$ cat src/rtl/core/gdr_pkg.sv
// Shared types, constants and calendar helpers for the Gregorian date register.
// No dependencies; compiled first.

package gdr_pkg;

    localparam int OP_W    = 3;
    localparam int DAY_W   = 5;
    localparam int MONTH_W = 4;
    localparam int YEAR_W  = 14;
    localparam int WDAY_W  = 3;

    localparam logic [YEAR_W-1:0]  YEAR_MAX    = 14'd9999;
    localparam logic [DAY_W-1:0]   RESET_DAY   = 5'd1;
    localparam logic [MONTH_W-1:0] RESET_MONTH = 4'd1;
    localparam logic [YEAR_W-1:0]  RESET_YEAR  = 14'd2000;

    localparam logic [DAY_W-1:0]   DAY_FIRST   = 5'd1;
    localparam logic [DAY_W-1:0]   DAY_LAST    = 5'd31;
    localparam logic [DAY_W-1:0]   DAY_LEAP    = 5'd29;
    localparam logic [MONTH_W-1:0] MONTH_JAN   = 4'd1;
    localparam logic [MONTH_W-1:0] MONTH_FEB   = 4'd2;
    localparam logic [MONTH_W-1:0] MONTH_DEC   = 4'd12;

    localparam logic [WDAY_W-1:0]  WDAY_SUNDAY = 3'd6;

    // Divisibility by 25: multiply by the inverse of 25 mod 2^14,
    // multiples of 25 land on 0..floor((2^14-1)/25).
    localparam logic [YEAR_W-1:0] INV25     = 14'd7209;
    localparam logic [YEAR_W-1:0] DIV25_MAX = 14'd655;

    // y / 100 = (y * 10486) >> 20, exact for y < 2^14
    localparam int                DIV100_SHIFT = 20;
    localparam logic [YEAR_W-1:0] DIV100_MUL   = 14'd10486;
    localparam int                Q100_W       = 8;

    // s mod 7 via s / 7 = (s * 18725) >> 17, exact for s < 2^15
    localparam int          SUM_W      = 15;
    localparam int          MOD7_SHIFT = 17;
    localparam logic [14:0] MOD7_MUL   = 15'd18725;
    localparam int          Q7_W       = 12;

    typedef enum logic [OP_W-1:0] {
        OP_SET        = 3'd0,
        OP_NEXT_DAY   = 3'd1,
        OP_PREV_DAY   = 3'd2,
        OP_NEXT_MONTH = 3'd3,
        OP_NEXT_YEAR  = 3'd4,
        OP_READ       = 3'd5
    } op_t;

    typedef struct packed {
        logic [DAY_W-1:0]   day;
        logic [MONTH_W-1:0] month;
        logic [YEAR_W-1:0]  year;
    } date_t;

    // 4/100/400 rule; year 0 is a leap year
    function automatic logic leap_of(input logic [YEAR_W-1:0] y);
        logic [YEAR_W-1:0] p;
        logic              div25;
        p     = YEAR_W'(y * INV25);
        div25 = (p <= DIV25_MAX);
        return (y[1:0] == 2'd0) && (!div25 || (y[3:2] == 2'd0));
    endfunction

    function automatic logic [DAY_W-1:0] days_in(input logic [MONTH_W-1:0] m,
                                                 input logic leap);
        logic [DAY_W-1:0] n;
        case (m)
            4'd2:    n = leap ? 5'd29 : 5'd28;
            4'd4:    n = 5'd30;
            4'd6:    n = 5'd30;
            4'd9:    n = 5'd30;
            4'd11:   n = 5'd30;
            default: n = 5'd31;
        endcase
        return n;
    endfunction

    // Month offset for the weekday sum; Jan and Feb differ in leap years
    function automatic logic [2:0] wk_off(input logic [MONTH_W-1:0] m,
                                          input logic leap);
        logic [2:0] o;
        case (m)
            4'd1:    o = leap ? 3'd6 : 3'd0;
            4'd2:    o = leap ? 3'd2 : 3'd3;
            4'd3:    o = 3'd3;
            4'd4:    o = 3'd6;
            4'd5:    o = 3'd1;
            4'd6:    o = 3'd4;
            4'd7:    o = 3'd6;
            4'd8:    o = 3'd2;
            4'd9:    o = 3'd5;
            4'd10:   o = 3'd0;
            4'd11:   o = 3'd3;
            4'd12:   o = 3'd5;
            default: o = 3'd0;
        endcase
        return o;
    endfunction

endpackage

$ cat src/rtl/core/gdr_cmd_if.sv
// Command channel: valid/ready handshake with the command beat.
// Depends on gdr_pkg.

interface gdr_cmd_if;
    import gdr_pkg::*;

    logic               valid;
    logic               ready;
    logic [OP_W-1:0]    opcode;
    logic [DAY_W-1:0]   set_day;
    logic [MONTH_W-1:0] set_month;
    logic [YEAR_W-1:0]  set_year;

    modport source (output valid, opcode, set_day, set_month, set_year, input ready);
    modport sink   (input valid, opcode, set_day, set_month, set_year, output ready);
endinterface

$ cat src/rtl/core/gdr_res_if.sv
// Result channel: valid/ready handshake with the date, weekday and flags.
// Depends on gdr_pkg.

interface gdr_res_if;
    import gdr_pkg::*;

    logic               valid;
    logic               ready;
    logic [DAY_W-1:0]   day_now;
    logic [MONTH_W-1:0] month_now;
    logic [YEAR_W-1:0]  year_now;
    logic [WDAY_W-1:0]  weekday;
    logic               is_leap;
    logic               accepted;

    modport source (output valid, day_now, month_now, year_now, weekday, is_leap, accepted,
                    input ready);
    modport sink   (input valid, day_now, month_now, year_now, weekday, is_leap, accepted,
                    output ready);
endinterface

$ cat src/rtl/core/gdr_update.sv
// Next-date logic: applies one command to the stored date.
// Depends on gdr_pkg.

module gdr_update (
    input  gdr_pkg::date_t               cur,
    input  logic [gdr_pkg::OP_W-1:0]     opcode,
    input  logic [gdr_pkg::DAY_W-1:0]    set_day,
    input  logic [gdr_pkg::MONTH_W-1:0]  set_month,
    input  logic [gdr_pkg::YEAR_W-1:0]   set_year,
    output gdr_pkg::date_t               nxt,
    output logic                         ok
);
    import gdr_pkg::*;

    logic               leap_cur;
    logic               leap_inc;
    logic               leap_set;
    logic [DAY_W-1:0]   dim_cur;
    logic [DAY_W-1:0]   dim_prev;
    logic [DAY_W-1:0]   dim_m1;
    logic [DAY_W-1:0]   dim_set;
    logic [MONTH_W-1:0] month_inc;
    logic [MONTH_W-1:0] month_dec;
    logic [YEAR_W-1:0]  year_inc;
    logic [YEAR_W-1:0]  year_dec;

    // leap flags and month lengths
    always_comb
    begin
        month_inc = MONTH_W'(cur.month + 4'd1);
        month_dec = MONTH_W'(cur.month - 4'd1);
        year_inc  = YEAR_W'(cur.year + 14'd1);
        year_dec  = YEAR_W'(cur.year - 14'd1);
        leap_cur  = leap_of(cur.year);
        leap_inc  = leap_of(year_inc);
        leap_set  = leap_of(set_year);
        dim_cur   = days_in(cur.month, leap_cur);
        dim_prev  = days_in(month_dec, leap_cur);
        dim_m1    = days_in(month_inc, leap_cur);
        dim_set   = days_in(set_month, leap_set);
    end

    // command decode
    always_comb
    begin
        nxt = cur;
        ok  = 1'b0;
        case (opcode)
            OP_SET:
            begin
                if ((set_month >= MONTH_JAN) && (set_month <= MONTH_DEC) &&
                    (set_year <= YEAR_MAX) && (set_day >= DAY_FIRST) &&
                    (set_day <= dim_set))
                begin
                    nxt.day   = set_day;
                    nxt.month = set_month;
                    nxt.year  = set_year;
                    ok        = 1'b1;
                end
            end
            OP_NEXT_DAY:
            begin
                if (cur.day < dim_cur)
                begin
                    nxt.day = DAY_W'(cur.day + 5'd1);
                    ok      = 1'b1;
                end
                else if (cur.month < MONTH_DEC)
                begin
                    nxt.day   = DAY_FIRST;
                    nxt.month = month_inc;
                    ok        = 1'b1;
                end
                else if (cur.year < YEAR_MAX)
                begin
                    nxt.day   = DAY_FIRST;
                    nxt.month = MONTH_JAN;
                    nxt.year  = year_inc;
                    ok        = 1'b1;
                end
            end
            OP_PREV_DAY:
            begin
                if (cur.day > DAY_FIRST)
                begin
                    nxt.day = DAY_W'(cur.day - 5'd1);
                    ok      = 1'b1;
                end
                else if (cur.month > MONTH_JAN)
                begin
                    nxt.month = month_dec;
                    nxt.day   = dim_prev;
                    ok        = 1'b1;
                end
                else if (cur.year != '0)
                begin
                    nxt.year  = year_dec;
                    nxt.month = MONTH_DEC;
                    nxt.day   = DAY_LAST;
                    ok        = 1'b1;
                end
            end
            OP_NEXT_MONTH:
            begin
                // short months are never adjacent: at most one skip
                if (cur.month < MONTH_DEC)
                begin
                    if ((month_inc < MONTH_DEC) && (cur.day > dim_m1))
                        nxt.month = MONTH_W'(month_inc + 4'd1);
                    else
                        nxt.month = month_inc;
                    ok = 1'b1;
                end
                else if (cur.year < YEAR_MAX)
                begin
                    nxt.month = MONTH_JAN;
                    nxt.year  = year_inc;
                    ok        = 1'b1;
                end
            end
            OP_NEXT_YEAR:
            begin
                if ((cur.year < YEAR_MAX) &&
                    !((cur.month == MONTH_FEB) && (cur.day == DAY_LEAP) && !leap_inc))
                begin
                    nxt.year = year_inc;
                    ok       = 1'b1;
                end
            end
            OP_READ:
            begin
                ok = 1'b1;
            end
            default:
            begin
                ok = 1'b0;
            end
        endcase
    end

endmodule

$ cat src/rtl/core/gdr_weekday.sv
// Result pipeline: weekday and leap flag of the updated date, three elastic
// stages plus the result register. Depends on gdr_pkg and gdr_res_if.

module gdr_weekday (
    input  logic            clk,
    input  logic            rst_n,
    input  logic            in_valid,
    output logic            in_ready,
    input  gdr_pkg::date_t  in_date,
    input  logic            in_ok,
    gdr_res_if.source       res
);
    import gdr_pkg::*;

    // stage a: snapshot of the date after the command
    logic        a_valid_reg;
    date_t       a_date_reg;
    logic        a_ok_reg;
    // stage b: century quotient and leap flag
    logic        b_valid_reg;
    date_t       b_date_reg;
    logic        b_ok_reg;
    logic        b_leap_reg;
    logic [Q100_W-1:0] b_q100_reg;
    // stage c: weekday sum
    logic        c_valid_reg;
    date_t       c_date_reg;
    logic        c_ok_reg;
    logic        c_leap_reg;
    logic [SUM_W-1:0] c_sum_reg;
    // result register
    logic        o_valid_reg;
    date_t       o_date_reg;
    logic        o_ok_reg;
    logic        o_leap_reg;
    logic [WDAY_W-1:0] o_wday_reg;

    logic        a_free;
    logic        b_free;
    logic        c_free;
    logic        o_free;

    logic [27:0]       prod100;
    logic [Q100_W-1:0] q100;
    logic              leap_a;
    logic [SUM_W-1:0]  sum_b;
    logic [29:0]       prod7;
    logic [Q7_W-1:0]   q7;
    logic [WDAY_W-1:0] rem7;
    logic [WDAY_W-1:0] wday_c;

    // backpressure chain: a stage takes a beat when it is empty or drains
    assign o_free   = !o_valid_reg || res.ready;
    assign c_free   = !c_valid_reg || o_free;
    assign b_free   = !b_valid_reg || c_free;
    assign a_free   = !a_valid_reg || b_free;
    assign in_ready = a_free;

    // stage b logic: y / 100 by reciprocal multiply, leap rule
    always_comb
    begin
        prod100 = 28'(a_date_reg.year) * 28'(DIV100_MUL);
        q100    = prod100[DIV100_SHIFT +: Q100_W];
        leap_a  = leap_of(a_date_reg.year);
    end

    // stage c logic: y + y/4 - y/100 + y/400 + d + offset - 1
    always_comb
    begin
        sum_b = SUM_W'(b_date_reg.year) + SUM_W'(b_date_reg.year >> 2)
              - SUM_W'(b_q100_reg) + SUM_W'(b_q100_reg >> 2)
              + SUM_W'(b_date_reg.day) + SUM_W'(wk_off(b_date_reg.month, b_leap_reg))
              - SUM_W'(1);
    end

    // result logic: sum mod 7, then Sunday-first to Monday-first
    always_comb
    begin
        prod7  = 30'(c_sum_reg) * 30'(MOD7_MUL);
        q7     = prod7[MOD7_SHIFT +: Q7_W];
        rem7   = WDAY_W'(c_sum_reg - SUM_W'(q7) * SUM_W'(7));
        wday_c = (rem7 == '0) ? WDAY_SUNDAY : WDAY_W'(rem7 - 3'd1);
    end

    // valid bits
    always_ff @(posedge clk or negedge rst_n)
    begin
        if (!rst_n)
        begin
            a_valid_reg <= 1'b0;
            b_valid_reg <= 1'b0;
            c_valid_reg <= 1'b0;
            o_valid_reg <= 1'b0;
        end
        else
        begin
            if (a_free) a_valid_reg <= in_valid;
            if (b_free) b_valid_reg <= a_valid_reg;
            if (c_free) c_valid_reg <= b_valid_reg;
            if (o_free) o_valid_reg <= c_valid_reg;
        end
    end

    // payload
    always_ff @(posedge clk)
    begin
        if (a_free && in_valid)
        begin
            a_date_reg <= in_date;
            a_ok_reg   <= in_ok;
        end
        if (b_free && a_valid_reg)
        begin
            b_date_reg <= a_date_reg;
            b_ok_reg   <= a_ok_reg;
            b_leap_reg <= leap_a;
            b_q100_reg <= q100;
        end
        if (c_free && b_valid_reg)
        begin
            c_date_reg <= b_date_reg;
            c_ok_reg   <= b_ok_reg;
            c_leap_reg <= b_leap_reg;
            c_sum_reg  <= sum_b;
        end
        if (o_free && c_valid_reg)
        begin
            o_date_reg <= c_date_reg;
            o_ok_reg   <= c_ok_reg;
            o_leap_reg <= c_leap_reg;
            o_wday_reg <= wday_c;
        end
    end

    assign res.valid     = o_valid_reg;
    assign res.day_now   = o_date_reg.day;
    assign res.month_now = o_date_reg.month;
    assign res.year_now  = o_date_reg.year;
    assign res.weekday   = o_wday_reg;
    assign res.is_leap   = o_leap_reg;
    assign res.accepted  = o_ok_reg;

endmodule

$ cat src/rtl/core/gregorian_date_register.sv
// Top level of the Gregorian date register: stored date, command update and
// result pipeline. Depends on gdr_pkg, gdr_cmd_if, gdr_res_if, gdr_update, gdr_weekday.
//
//  channel | dir | beat contents
//  --------+-----+--------------------------------------------------------------
//  cmd     | in  | opcode, set_day, set_month, set_year
//  res     | out | day_now, month_now, year_now, weekday, is_leap, accepted
//
// One command per cycle while cmd.ready is high; the date register updates at
// the command beat. Its result passes through stages a, b and c and the result
// register of the weekday path (constant multiplies spread over the stages).
// Reset puts the date at 1 Jan 2000 and empties the pipeline.
// A stalled result holds; the stages behind it keep filling, and cmd.ready
// drops only once all four stages hold a beat.

module gregorian_date_register (
    input  logic      clk,
    input  logic      rst_n,
    gdr_cmd_if.sink   cmd,
    gdr_res_if.source res
);
    import gdr_pkg::*;

    date_t date_reg;
    date_t date_next;
    date_t upd_date;
    logic  upd_ok;
    logic  pipe_ready;
    logic  cmd_beat;

    assign cmd.ready = pipe_ready;
    assign cmd_beat  = cmd.valid && pipe_ready;

    gdr_update u_update (
        .cur       (date_reg),
        .opcode    (cmd.opcode),
        .set_day   (cmd.set_day),
        .set_month (cmd.set_month),
        .set_year  (cmd.set_year),
        .nxt       (upd_date),
        .ok        (upd_ok)
    );

    // stored date
    always_comb
    begin
        date_next = cmd_beat ? upd_date : date_reg;
    end

    always_ff @(posedge clk or negedge rst_n)
    begin
        if (!rst_n)
        begin
            date_reg.day   <= RESET_DAY;
            date_reg.month <= RESET_MONTH;
            date_reg.year  <= RESET_YEAR;
        end
        else
        begin
            date_reg <= date_next;
        end
    end

    gdr_weekday u_weekday (
        .clk      (clk),
        .rst_n    (rst_n),
        .in_valid (cmd.valid),
        .in_ready (pipe_ready),
        .in_date  (upd_date),
        .in_ok    (upd_ok),
        .res      (res)
    );

endmodule

$ cat src/flat_wrapper.sv
// flat-port wrapper written by rule: the top's interface ports become plain ports
module gregorian_date_register_flat import gdr_pkg::*;
  (clk, rst_n, cmd_valid, cmd_opcode, cmd_set_day, cmd_set_month, cmd_set_year, cmd_ready, res_valid, res_day_now, res_month_now, res_year_now, res_weekday, res_is_leap, res_accepted, res_ready);
  gdr_cmd_if cmd_i ();
  gdr_res_if res_i ();
  input  logic clk;
  input  logic rst_n;
  input wire logic [$bits(cmd_i.valid)-1:0] cmd_valid;
  input wire logic [$bits(cmd_i.opcode)-1:0] cmd_opcode;
  input wire logic [$bits(cmd_i.set_day)-1:0] cmd_set_day;
  input wire logic [$bits(cmd_i.set_month)-1:0] cmd_set_month;
  input wire logic [$bits(cmd_i.set_year)-1:0] cmd_set_year;
  output wire logic [$bits(cmd_i.ready)-1:0] cmd_ready;
  output wire logic [$bits(res_i.valid)-1:0] res_valid;
  output wire logic [$bits(res_i.day_now)-1:0] res_day_now;
  output wire logic [$bits(res_i.month_now)-1:0] res_month_now;
  output wire logic [$bits(res_i.year_now)-1:0] res_year_now;
  output wire logic [$bits(res_i.weekday)-1:0] res_weekday;
  output wire logic [$bits(res_i.is_leap)-1:0] res_is_leap;
  output wire logic [$bits(res_i.accepted)-1:0] res_accepted;
  input wire logic [$bits(res_i.ready)-1:0] res_ready;
  assign cmd_i.valid = cmd_valid;
  assign cmd_i.opcode = cmd_opcode;
  assign cmd_i.set_day = cmd_set_day;
  assign cmd_i.set_month = cmd_set_month;
  assign cmd_i.set_year = cmd_set_year;
  assign cmd_ready = cmd_i.ready;
  assign res_valid = res_i.valid;
  assign res_day_now = res_i.day_now;
  assign res_month_now = res_i.month_now;
  assign res_year_now = res_i.year_now;
  assign res_weekday = res_i.weekday;
  assign res_is_leap = res_i.is_leap;
  assign res_accepted = res_i.accepted;
  assign res_i.ready = res_ready;
  gregorian_date_register u_core (.clk(clk), .rst_n(rst_n), .cmd(cmd_i), .res(res_i));
endmodule
$ cat config.mk
export PLATFORM = sky130hd
export DESIGN_NAME = gregorian_date_register_flat
export DESIGN_NICKNAME = d
export VERILOG_FILES = /design/src/rtl/core/gdr_pkg.sv /design/src/rtl/core/gdr_cmd_if.sv /design/src/rtl/core/gdr_res_if.sv /design/src/rtl/core/gdr_update.sv /design/src/rtl/core/gdr_weekday.sv /design/src/rtl/core/gregorian_date_register.sv /design/src/flat_wrapper.sv
export SDC_FILE = /design/constraint.sdc
export NUM_CORES = 1
export LEC_CHECK = 0
export ABC_CLOCK_PERIOD_IN_PS = 10380
export BUFFER_PORTS_ARGS = -buffer_cell sky130_fd_sc_hd__buf_2
export CORE_AREA = 2 2 217 219
export DETAILED_ROUTE_END_ITERATION = 12
export DIE_AREA = 0 0 219 221
export RECOVER_POWER = 25
export SYNTH_ARGS = -nofsm -noshare
export SYNTH_HDL_FRONTEND = slang
export SYNTH_SLANG_ARGS = --single-unit
$ cat constraint.sdc
create_clock -name clk -period 10.38 [get_ports clk]
set_input_delay 1.038 -clock clk [delete_from_list [all_inputs] [get_ports clk]]
set_output_delay 1.038 -clock clk [all_outputs]
set_load 0.01 [all_outputs]
# == Word level (Yosys, flattened, before mapping) ==
# Cells that the tools add are included.
# Widths: inputs -> output; s select.
# word_totals
reg_bits,152
inputBits,30
output_inout_bits,30
elab_cells,193
# classes
addsub,15
mul,7
order_cmp,16
n_eq_ne,37
muxes,37
reduce_logical,52
# ops
cell,n
$pmux 14 s5,1
$mux 23,3
$le 14x10->1 const B,4
$mul 14x13->14 const B,4
$mux 14,4
$mux 18,3
$eq 4x3->1 const B,12
$eq 4x4->1 const B,12
$mul 15x15->29 const B,1
$mul 14x13->27 const B,1
$eq 4x2->1 const B,6
$pmux 3 s8,1
$mux 9,2
$logic_and 1x1->1,16
$logic_not 2->1,8
$pmux 2 s2,4
$pmux 4 s4,1
$reduce_or 4->1,4
$add 14x12->15,1
$add 15x3->15,1
$add 15x5->15,1
$add 15x6->15,1
$pmux 5 s3,1
$sub 15x1->15 const B,1
36 further kinds,71

# == Logic depth before layout (Yosys ltp) ==
# Gate-level depths: netlist (run 1).
# logic_depth
word_depth,12
depth_mapped,30
depth_no_buf,28

# == Cells and area by module ==
# From an unflattened synthesis (run 1), not the netlist that was laid out.
# unflattened
hier_cells,2019
hier_area_um2,20050.5
# by_module_without_submodules
module,n_inst,cells_per_inst,area_each_um2,seq_area_each_um2
gdr_weekday,1,1015,12021.5,3853.7
gdr_update,1,955,7080.5,0.0
gregorian_date_register,1,49,948.4,585.6

# == Worst setup path after synthesis (run 1) ==
# Ideal clock, no wire load.
# synth_timing
path_type,input -> register
from,input cmd_set_year[4]
to,register u_core.u_weekday.a_date_reg[3] (netlist name) (data pin)
setup_time_ns,0.266
arrival_time_ns,6.560
required_ns,10.114
path_slack_ns,3.554
path_stages,30
path_buffers,2
path_cell_list,ha_1 -> ha_1 -> ha_1 -> inv_1 -> fa_1 -> inv_1 -> ha_1 -> a21o_1 -> a21oi_1 -> o21bai_1 -> a21oi_1 -> o21bai_1 -> a21oi_1 -> xnor2_1 -> o41ai_1 -> a21oi_1 -> o31a_1 -> ha_1 -> nand2_1 -> nand4_1 -> o22ai_1 -> a211o_1 -> clkbuf_1 -> buf_2 -> mux2i_1 -> o22ai_1 -> a211oi_1 -> a21oi_1 -> o21ai_0 -> o211ai_1
# synth_lines
element,line_no,source
start: declaration,flat_wrapper.sv:12,input wire logic [$bits(cmd_i.set_year)-1:0] cmd_set_year;
end signal: assignment,gdr_weekday.sv:109,a_date_reg <= in_date;
end: declaration,gdr_weekday.sv:17,date_t a_date_reg;

==> flow_summary.json, run 1 <==
{
  "hpwl_um": 37960,
  "start_util": 0.4263,
  "synth_top_flop_cell": "edfxtp_1",
  "synth_edf_count": 125,
  "use_met2": 0.3469,
  "maxSlewHeadroom": -0.3417,
  "die_h_um": 221,
  "finalSetupTns_ps": 0,
  "cts_tree": "yes",
  "areaGrowthSynthToFinish_pct": 7.825,
  "dieArea_um2": 48400,
  "mostFrequentLayoutCells": "381 x ha_1, 379 x inv_1, 157 x fa_1, 125 x edfxtp_1, 115 x nor2_1",
  "syn_inst": 2018,
  "clk_path_buf_depth": 2,
  "hp-class": "flop to flop",
  "htreeDepth": 4,
  "core_um2": 46060,
  "synth_nets": 2586,
  "synth_area_um2": 19640,
  "routed-via-count": 14440,
  "post-cts-setup-buffer-count": 0,
  "io_buffers": 59,
  "cp_max_fo": 28,
  "synthDistinctLibCells": 71,
  "cts-root-buf": "clkbuf_16",
  "worst_setup_path_end_kind": "flop",
  "cts_inserted_buffers": 17,
  "final_nets": 2621,
  "worst_ep_required_time_ps": 10550,
  "yosys_warnings": 0,
  "antenna_found_initial": 0,
  "cts_hold_buf": 0,
  "wirelength_um": 47940,
  "met3_usage": 0.02213,
  "crit_path_start_kind": "primary input",
  "nFillCells": 4500,
  "drv_cap": 1,
  "worst_pin_slew_ps": 2012,
  "max_freq_mhz": 141.7,
  "ios": 60,
  "final_common_cell": "ha_1",
  "dieWidth_um": 219,
  "busiest_layer": "met2",
  "dr.pass1.iters": 5,
  "final_cells": 2673,
  "route.detailed.drc": 0,
  "synth-seq-area-share": 0.2261,
  "num_rows": 79,
  "dpl.cell_count": 2641,
  "clkSlewWorstSetupHoldPaths_ps": 70,
  "min_period_ps": 7057,
  "routedWlPerCell_um": 17.93,
  "ff_latch_area_um2": 4439,
  "fin_worst_skew_ps": 16.46,
  "ys_ff_latch": 152,
  "worstPathArrival_ps": 7230,
  "cts.sinks": 152,
  "crit_top_cell": "ha_1",
  "diodes": 0,
  "outcome": "finished, violations left",
  "ant_nets": 0,
  "violations": "capacitance limit, slew limit",
  "grt_use_total": 0.2061,
  "place_congestion": 0.9564,
  "postSynthAreaPerCell_um2": 9.730,
  "rsz0062_at_grt": "no",
  "clock_latency_ps": 440,
  "critPathMaxStageDelay_ps": 520,
  "grt_max_degree": 45,
  "synth_async_sr_flop_share": 0.1776,
  "fin_crit_sh": 0.6799,
  "overflow": 0,
  "final_max_slew_viol_count": 28,
  "cts_resized": 0,
  "critical_path_class": "primary input to flop",
  "use_met1": 0.2746,
  "hold_viol": 0,
  "setup-violations-final": 0,
  "drtIter0Drc": 997,
  "grt_pass1_wl_um": 78930,
  "multi_input_area_um2": 13550,
  "drive_gt1_frac": 0.06244,
  "viasPerCell": 5.400,
  "crit_slowest_cell": "fa_1",
  "grt_pass1_vias": 15020
}
[cell usage after synthesis, types with 9 or more instances]
cell | n | area share
o22ai_1 | 14 | 0.0045
nor2b_1 | 10 | 0.0032
nor2_1 | 115 | 0.022
a21o_1 | 20 | 0.0076
a31oi_1 | 12 | 0.0038
nand4_1 | 11 | 0.0035
a21oi_1 | 98 | 0.025
nand2b_1 | 14 | 0.0045
o221ai_1 | 9 | 0.0040
o21a_1 | 18 | 0.0069
o211ai_1 | 10 | 0.0038
clkbuf_1 | 45 | 0.0086
xor2_1 | 34 | 0.015
nand2_1 | 90 | 0.017
ha_1 | 381 | 0.24
dfrtp_1 | 19 | 0.024
fa_1 | 157 | 0.16
nand3_1 | 25 | 0.0064
o21ai_0 | 83 | 0.021
and3_1 | 11 | 0.0035
mux2i_1 | 25 | 0.013
and2_1 | 16 | 0.0051
a211oi_1 | 19 | 0.0073
nor3_1 | 31 | 0.0079
or3_1 | 12 | 0.0038
inv_1 | 379 | 0.072
xnor2_1 | 99 | 0.044
edfxtp_1 | 125 | 0.19
[path summary, 6_finish.rpt]
check,slack (ps),to,cells past startpoint,from
worst max-delay path,3320,u_core.u_weekday.a_date_reg[11],29,cmd_set_year[4]
worst min-delay path,420,u_core.u_weekday.b_date_reg[14],0,u_core.u_weekday.a_date_reg[14]
worst max register to register,3430,u_core.u_weekday.a_date_reg[11],21,u_core.date_reg[1]
worst min register to register,420,u_core.u_weekday.b_date_reg[14],0,u_core.u_weekday.a_date_reg[14]
max in group asynchronous,8050,u_core.u_weekday.res.valid,1,rst_n
min in group asynchronous,1170,u_core.date_reg[16],1,rst_n
[logic make-up (layout without fill, tap and decap cells)]
group           count (synthesis)  count (layout)  share of synthesized area
fa+ha+maj                     538             538                     0.4029
buf+inv                       436             484                    0.08399
simple gates                  364             364                    0.08781
compound gates                359             359                     0.1174
flops                         152             152                     0.2261
xor+xnor                      139             139                    0.06627
mux                            30              30                    0.01561
[worst max-delay path, delay by kind of cell]
kind            cells  cell delay, ps
fa+ha+maj           6            1960
compound gates     15            2940
mux                 1             380
buf+inv             4             630
xor+xnor            1              90
simple gates        2             170
[per-layer routing]
| layer | vias to the layer above | part of all wire |
|---|---|---|
| met2 | 366 | 0.48 |
| met1 | 7037 | 0.44 |
| met4 | 0 | 0.036 |
| met3 | 91 | 0.040 |
| li1 | 6941 | - |
| met5 | - | 0 |
[layout make-up]
class | count | area share
inverters | 379 | 0.06719
clock buffers | 17 | 0.02009
repair buffers | 73 | 0.01850
flip-flops and latches | 152 | 0.2097
clock inverters | 15 | 0.008628
multi-input cells | 1430 | 0.6400
well taps | 607 | 0.03587
[stage by stage]
step / worst slack (ps) / hold slack (ps) / util / cell area (µm²)
finish: 3323 / 416.1 / 0.4596 / 21170
floorplan: 3554 / 400.3 / - / 19640
global route: 2857 / 423.8 / 0.4596 / 21170
CTS: 3316 / 417.6 / 0.4598 / 21180
global placement: 2974 / 402.4 / 0.4466 / 20570
detailed placement: 2871 / 404.5 / 0.4466 / 20570
Power of run 1 is not shown: default switching activity piles up to over one toggle a cycle in this logic, so the estimate is an artifact.
==> run 2: changes to the inputs <==
--- a/config.mk
+++ b/config.mk
@@ -5,7 +5,7 @@
 export SDC_FILE = /design/constraint.sdc
 export NUM_CORES = 1
 export LEC_CHECK = 0
-export ABC_CLOCK_PERIOD_IN_PS = 10380
+export ABC_CLOCK_PERIOD_IN_PS = 6600
 export BUFFER_PORTS_ARGS = -buffer_cell sky130_fd_sc_hd__buf_2
 export CORE_AREA = 2 2 217 219
 export DETAILED_ROUTE_END_ITERATION = 12
==> constraint.sdc (replaced) <==
create_clock -name clk -period 6.6 [get_ports clk]
set_input_delay 0.66 -clock clk [delete_from_list [all_inputs] [get_ports clk]]
set_output_delay 0.66 -clock clk [all_outputs]
set_load 0.01 [all_outputs]
==> run 2 against run 1 <==
Net effect:
- the flow still finishes with violations (capacitance limit, slew limit)
- routed wire length increased by 3.2%
- final area increased by 2.4%
- non-clock buffer count increased by 61
- critical path type unchanged
- sequential share of layout area decreased by 0.48 points
- worst hold slack about the same
- sequential cell count unchanged
- critical path depth increased by 1
- first-iteration DRC count decreased by 12%
==> flow_summary.json, run 2 (same netlist as run 1, synthesis figures left out) <==
{
  "dr.pass1.iters": 6,
  "crit_slowest_cell": "fa_1",
  "rsz0062_at_grt": "yes",
  "viasPerCell": 5.373,
  "core_um2": 46060,
  "grt_use_total": 0.2109,
  "critical_path_class": "primary input to flop",
  "htreeDepth": 4,
  "cts.sinks": 152,
  "utilization": 0.4708,
  "r2r_slack_ps": 340,
  "wirelength_um": 49490,
  "areaGrowthSynthToFinish_pct": 10.45,
  "worstPathArrival_ps": 6460,
  "crit_path_start_kind": "primary input",
  "routedWlPerCell_um": 18.10,
  "final_nets": 2682,
  "final_max_slew_viol_count": 28,
  "clock_latency_ps": 450,
  "place_congestion": 0.9741,
  "hpwl_um": 39980,
  "violations": "capacitance limit, slew limit",
  "timing.rr.end": "u_core.u_weekday.res.weekday[1]",
  "worst_setup_path_end_kind": "flop",
  "maxSlewHeadroom": -0.3520,
  "pre_cts_ws_ps": -171.4,
  "route.detailed.drc": 0,
  "io_buffers": 59,
  "r2r-start": "u_core.u_weekday.c_sum_reg[12]",
  "max_freq_mhz": 159.5,
  "dieArea_um2": 48400,
  "clk_path_buf_depth": 2,
  "ios": 60,
  "hp-class": "flop to flop",
  "hold_viol": 0,
  "min_period_ps": 6268,
  "drtIter0Drc": 876,
  "grt_pass1_wl_um": 80410,
  "cts-root-buf": "clkbuf_16",
  "final_cells": 2734,
  "setup-violations-final": 0,
  "worst_ep_required_time_ps": 6800,
  "final_common_cell": "ha_1",
  "whs_endpoint": "u_core.u_weekday.res.year_now[11]",
  "cp_max_fo": 6,
  "routed-via-count": 14690,
  "die_h_um": 221,
  "fin_worst_skew_ps": 22.78,
  "drv_cap": 1,
  "outcome": "finished, violations left",
  "cts_hold_buf": 0,
  "min_path_cells": 0,
  "dpl.cell_count": 2700,
  "clkSlewWorstSetupHoldPaths_ps": 80,
  "cts_tree": "yes",
  "worst_pin_slew_ps": 2028,
  "grt_pass1_vias": 15150,
  "rr_worst_depth": 25,
  "num_rows": 79,
  "ant_nets": 0,
  "setup_slack_ps": 332.1,
  "cts_inserted_buffers": 17,
  "overflow": 0,
  "drive_gt1_frac": 0.09356,
  "dieWidth_um": 219,
  "min_from": "u_core.u_weekday.c_date_reg[11]",
  "diodes": 0,
  "crit_top_cell": "ha_1",
  "fin_crit_sh": 0.9497,
  "antenna_found_initial": 0,
  "start_util": 0.4263,
  "mostFrequentLayoutCells": "380 x ha_1, 379 x inv_1, 157 x fa_1, 125 x edfxtp_1, 113 x nor2_1",
  "grt_max_degree": 41,
  "critPathMaxStageDelay_ps": 540
}
run 2: cell types whose count changed in the layout (fill, tap and decap cells not counted), moves of 2 or more:
cell      change
clkinv_8      +2
nor2_2        +2
o21ai_0       -3
dfrtp_1       -3
buf_4        +56
clkbuf_1      +3
nor2_1        -2
dfrtp_2       +3
o21ai_1       +3
run 2: layout make-up:
cell class	instances	area, µm²
tap	607	759.5
multi-input combinational	1430	13600
clock buffer	17	425.4
inverter	379	1423
timing repair buffer	134	854.6
clock inverter	15	177.7
sequential	152	4443
fill	4363	24370
run 2: routing by layer:
| layer | GRT usage | up-vias | share of wire | wire (µm) |
|---|---|---|---|---|
| met1 | 0.2789 | 7228 | 0.45 | 22150 |
| met3 | 0.02502 | 81 | 0.039 | 1919 |
| met5 | 0 | - | 0 | 0 |
| met2 | 0.3597 | 326 | 0.48 | 23970 |
| li1 | - | 7054 | - | - |
| met4 | 0.06495 | 0 | 0.029 | 1453 |
run 2: how the worst max path moves through the flow:
| stage | from | cells past startpoint | end | slack, ps |
|---|---|---|---|---|
| 2_1_floorplan | cmd_set_year[4] | 30 | u_core.u_weekday.a_date_reg[3] | 150 |
| 3_3_place_gp | cmd_set_year[0] | 27 | u_core.u_weekday.a_date_reg[7] | -40 |
| 3_5_place_dp | cmd_set_year[2] | 30 | u_core.u_weekday.a_date_reg[7] | -170 |
| 4_1_cts | u_core.u_weekday.c_sum_reg[12] | 25 | u_core.u_weekday.res.weekday[1] | 130 |
| 5_1_grt | cmd_set_year[2] | 30 | u_core.u_weekday.a_date_reg[4] | -20 |
| 6_report | cmd_set_year[2] | 30 | u_core.u_weekday.a_date_reg[12] | 330 |
run 2: per-stage QoR:
stage / hold WS, ps / TNS [ps] / instance area [µm²]
2_1_floorplan: 364.4 / 0 / 19640
5_1_grt: 425.8 / -23.69 / 21690
3_3_place_gp: 401.3 / -36.72 / 21030
3_5_place_dp: 404.5 / -1201 / 21030
6_report: 415.8 / 0 / 21690
4_1_cts: 329.8 / 0 / 21630
run 2: critical path: cells and delay by family:
kind                     cells  cell delay, ps
multiplexers                 1             330
AND/OR/NAND/NOR              5             560
buffers and inverters        5             520
XOR/XNOR                     1             140
AO/OA/AOI/OAI               11            2040
adder cells (fa/ha/maj)      7            2210
run 2: timing repair:
item / 4_1_cts / 5_1_grt
setup endpoints to repair: 0 / 15
setup buffers: 0 / 2
resized for setup: 0 / 17
Power of run 2 is left out for the same reason.
==> run 3: changes to the inputs <==
--- a/config.mk
+++ b/config.mk
@@ -7,10 +7,11 @@
 export LEC_CHECK = 0
 export ABC_CLOCK_PERIOD_IN_PS = 6600
 export BUFFER_PORTS_ARGS = -buffer_cell sky130_fd_sc_hd__buf_2
-export CORE_AREA = 2 2 217 219
+export CORE_AREA = 2 2 240 242
 export DETAILED_ROUTE_END_ITERATION = 12
-export DIE_AREA = 0 0 219 221
+export DIE_AREA = 0 0 242 244
 export RECOVER_POWER = 25
+export SETUP_SLACK_MARGIN = 0.2
 export SYNTH_ARGS = -nofsm -noshare
 export SYNTH_HDL_FRONTEND = slang
 export SYNTH_SLANG_ARGS = --single-unit
==> run 3 against run 2 <==
Net effect:
- the flow still finishes with violations (capacitance limit, slew limit)
- sequential cell count did not move
- count of clock-buffer cells in the layout did not move
- sequential share of layout area fell by 0.53 points
- worst hold slack improved by 0.73 ps
- first-iteration DRC count rose by 27%
- non-clock buffer count rose by 31
- final area rose by 2.6%
- critical path depth rose by 2
- critical path type unchanged
==> flow_summary.json, run 3 (same netlist as run 1, synthesis figures left out) <==
{
  "setup-violations-final": 0,
  "drive_gt1_frac": 0.1163,
  "ios": 60,
  "rr_worst_depth": 22,
  "final_max_slew_viol_count": 28,
  "grt_max_degree": 41,
  "worst_ep_required_time_ps": 6800,
  "crit_slowest_cell": "fa_1",
  "dieArea_um2": 59050,
  "cts.sinks": 152,
  "setup_slack_ps": 405.3,
  "cts_tree": "yes",
  "worstPathArrival_ps": 6400,
  "routed-via-count": 15080,
  "ant_nets": 0,
  "clkSlewWorstSetupHoldPaths_ps": 70,
  "dieWidth_um": 242,
  "core_um2": 56170,
  "worst_setup_path_end_kind": "flop",
  "max_freq_mhz": 161.4,
  "outcome": "finished, violations left",
  "crit_path_start_kind": "primary input",
  "cts_inserted_buffers": 17,
  "design_area_um2": 22260,
  "grt_pass1_vias": 15580,
  "dr.pass1.iters": 5,
  "violations": "capacitance limit, slew limit",
  "clk_path_buf_depth": 2,
  "cp_max_fo": 8,
  "viasPerCell": 5.172,
  "clock_latency_ps": 450,
  "worst_pin_slew_ps": 2155,
  "final_cells": 2915,
  "timing.rr.end": "u_core.u_weekday.a_ok_reg",
  "r2r_slack_ps": 420,
  "fin_crit_sh": 0.9386,
  "start_util": 0.3496,
  "drv_cap": 1,
  "grt_pass1_wl_um": 83210,
  "final_common_cell": "inv_1",
  "die_h_um": 244,
  "crit_top_cell": "ha_1",
  "num_rows": 87,
  "dpl_cell_area_um2": 21370,
  "io_buffers": 59,
  "route.detailed.drc": 0,
  "min_from": "u_core.u_weekday.c_date_reg[0]",
  "place_congestion": 0.9222,
  "cts-root-buf": "clkbuf_16",
  "wirelength_um": 51080,
  "drtIter0Drc": 1111,
  "min_period_ps": 6195,
  "hp-class": "flop to flop",
  "final_nets": 2713,
  "routedWlPerCell_um": 17.52,
  "worstSetupEndpoint": "u_core.u_weekday.a_date_reg[7]",
  "dpl.cell_count": 2871,
  "areaGrowthSynthToFinish_pct": 13.38,
  "antenna_found_initial": 2,
  "fin_worst_skew_ps": 15.51,
  "critical_path_class": "primary input to flop",
  "overflow": 0,
  "grt_use_total": 0.1760,
  "hpwl_um": 41230,
  "maxSlewHeadroom": -0.4363,
  "r2r-start": "u_core.date_reg[2]",
  "htreeDepth": 4,
  "rsz0062_at_grt": "yes",
  "mostFrequentLayoutCells": "379 x inv_1, 378 x ha_1, 155 x fa_1, 125 x edfxtp_1, 112 x nor2_1",
  "pre_cts_ws_ps": -513.5,
  "cp-startpoint": "cmd_set_year[2]",
  "critPathMaxStageDelay_ps": 530,
  "nFillCells": 5572,
  "hold_viol": 0
}
run 3: cell types whose count changed in the layout (fill, tap and decap cells not counted), sizes merged:
cell    before  now
clkbuf      23   24
buf        128  158
clkinv       5    4
diode        0    1
bufinv       0    2
inv        388  387
run 3: how the worst min path moves through the flow:
stage	slack, ps	to	cells past startpoint
2_1_floorplan	360	u_core.date_reg[0]	0
3_3_place_gp	400	u_core.u_weekday.res.year_now[2]	0
3_5_place_dp	410	u_core.u_weekday.b_date_reg[16]	0
4_1_cts	330	u_core.date_reg[5]	1
5_1_grt	420	u_core.u_weekday.res.year_now[0]	0
6_report	420	u_core.u_weekday.res.year_now[0]	0
run 3: stage by stage:
step	setup TNS [ps]	util	hold slack, ps
6_report	0	0.3963	416.6
3_5_place_dp	-12970	0.3804	405.2
5_1_grt	0	0.3963	421.0
3_3_place_gp	-8082	0.3804	402.8
4_1_cts	0	0.3917	331.3
2_1_floorplan	0	-	364.4
run 3: area by class of cell:
cell class              instances  area (µm²)  area share
well taps                     756       945.9     0.04249
clock buffers                  17       425.4     0.01911
inverters                     379        1423     0.06390
clock inverters                15       178.9    0.008037
repair buffers                165        1075     0.04828
diodes                          1       2.502   0.0001124
multi-input cells            1430       13770      0.6185
flip-flops and latches        152        4442      0.1995
run 3: repair_timing:
item,CTS,global route
hold buffers,0,0
buffers inserted,1,10
pin swaps,1,34
setup endpoints to repair,31,41
gates resized for setup,6,45
run 3: metal layers:
layer	vias to the layer above	GRT usage	part of all wire	routed length, µm
met2	436	0.3013	0.48	24360
met1	7412	0.2277	0.44	22640
li1	7127	-	-	-
met3	98	0.03172	0.054	2756
met5	-	0	0.00014	7
met4	2	0.04956	0.026	1307
run 3: worst max-delay path, delay by kind of cell:
family	cells	cell delay (ps)
buffers and inverters	6	680
adders and majority gates	7	2110
muxes	1	140
and+or+nand+nor	5	580
xor gates and xnor gates	1	100
AOI/OAI and AO/OA	12	2140
Power of run 3 is left out for the same reason.
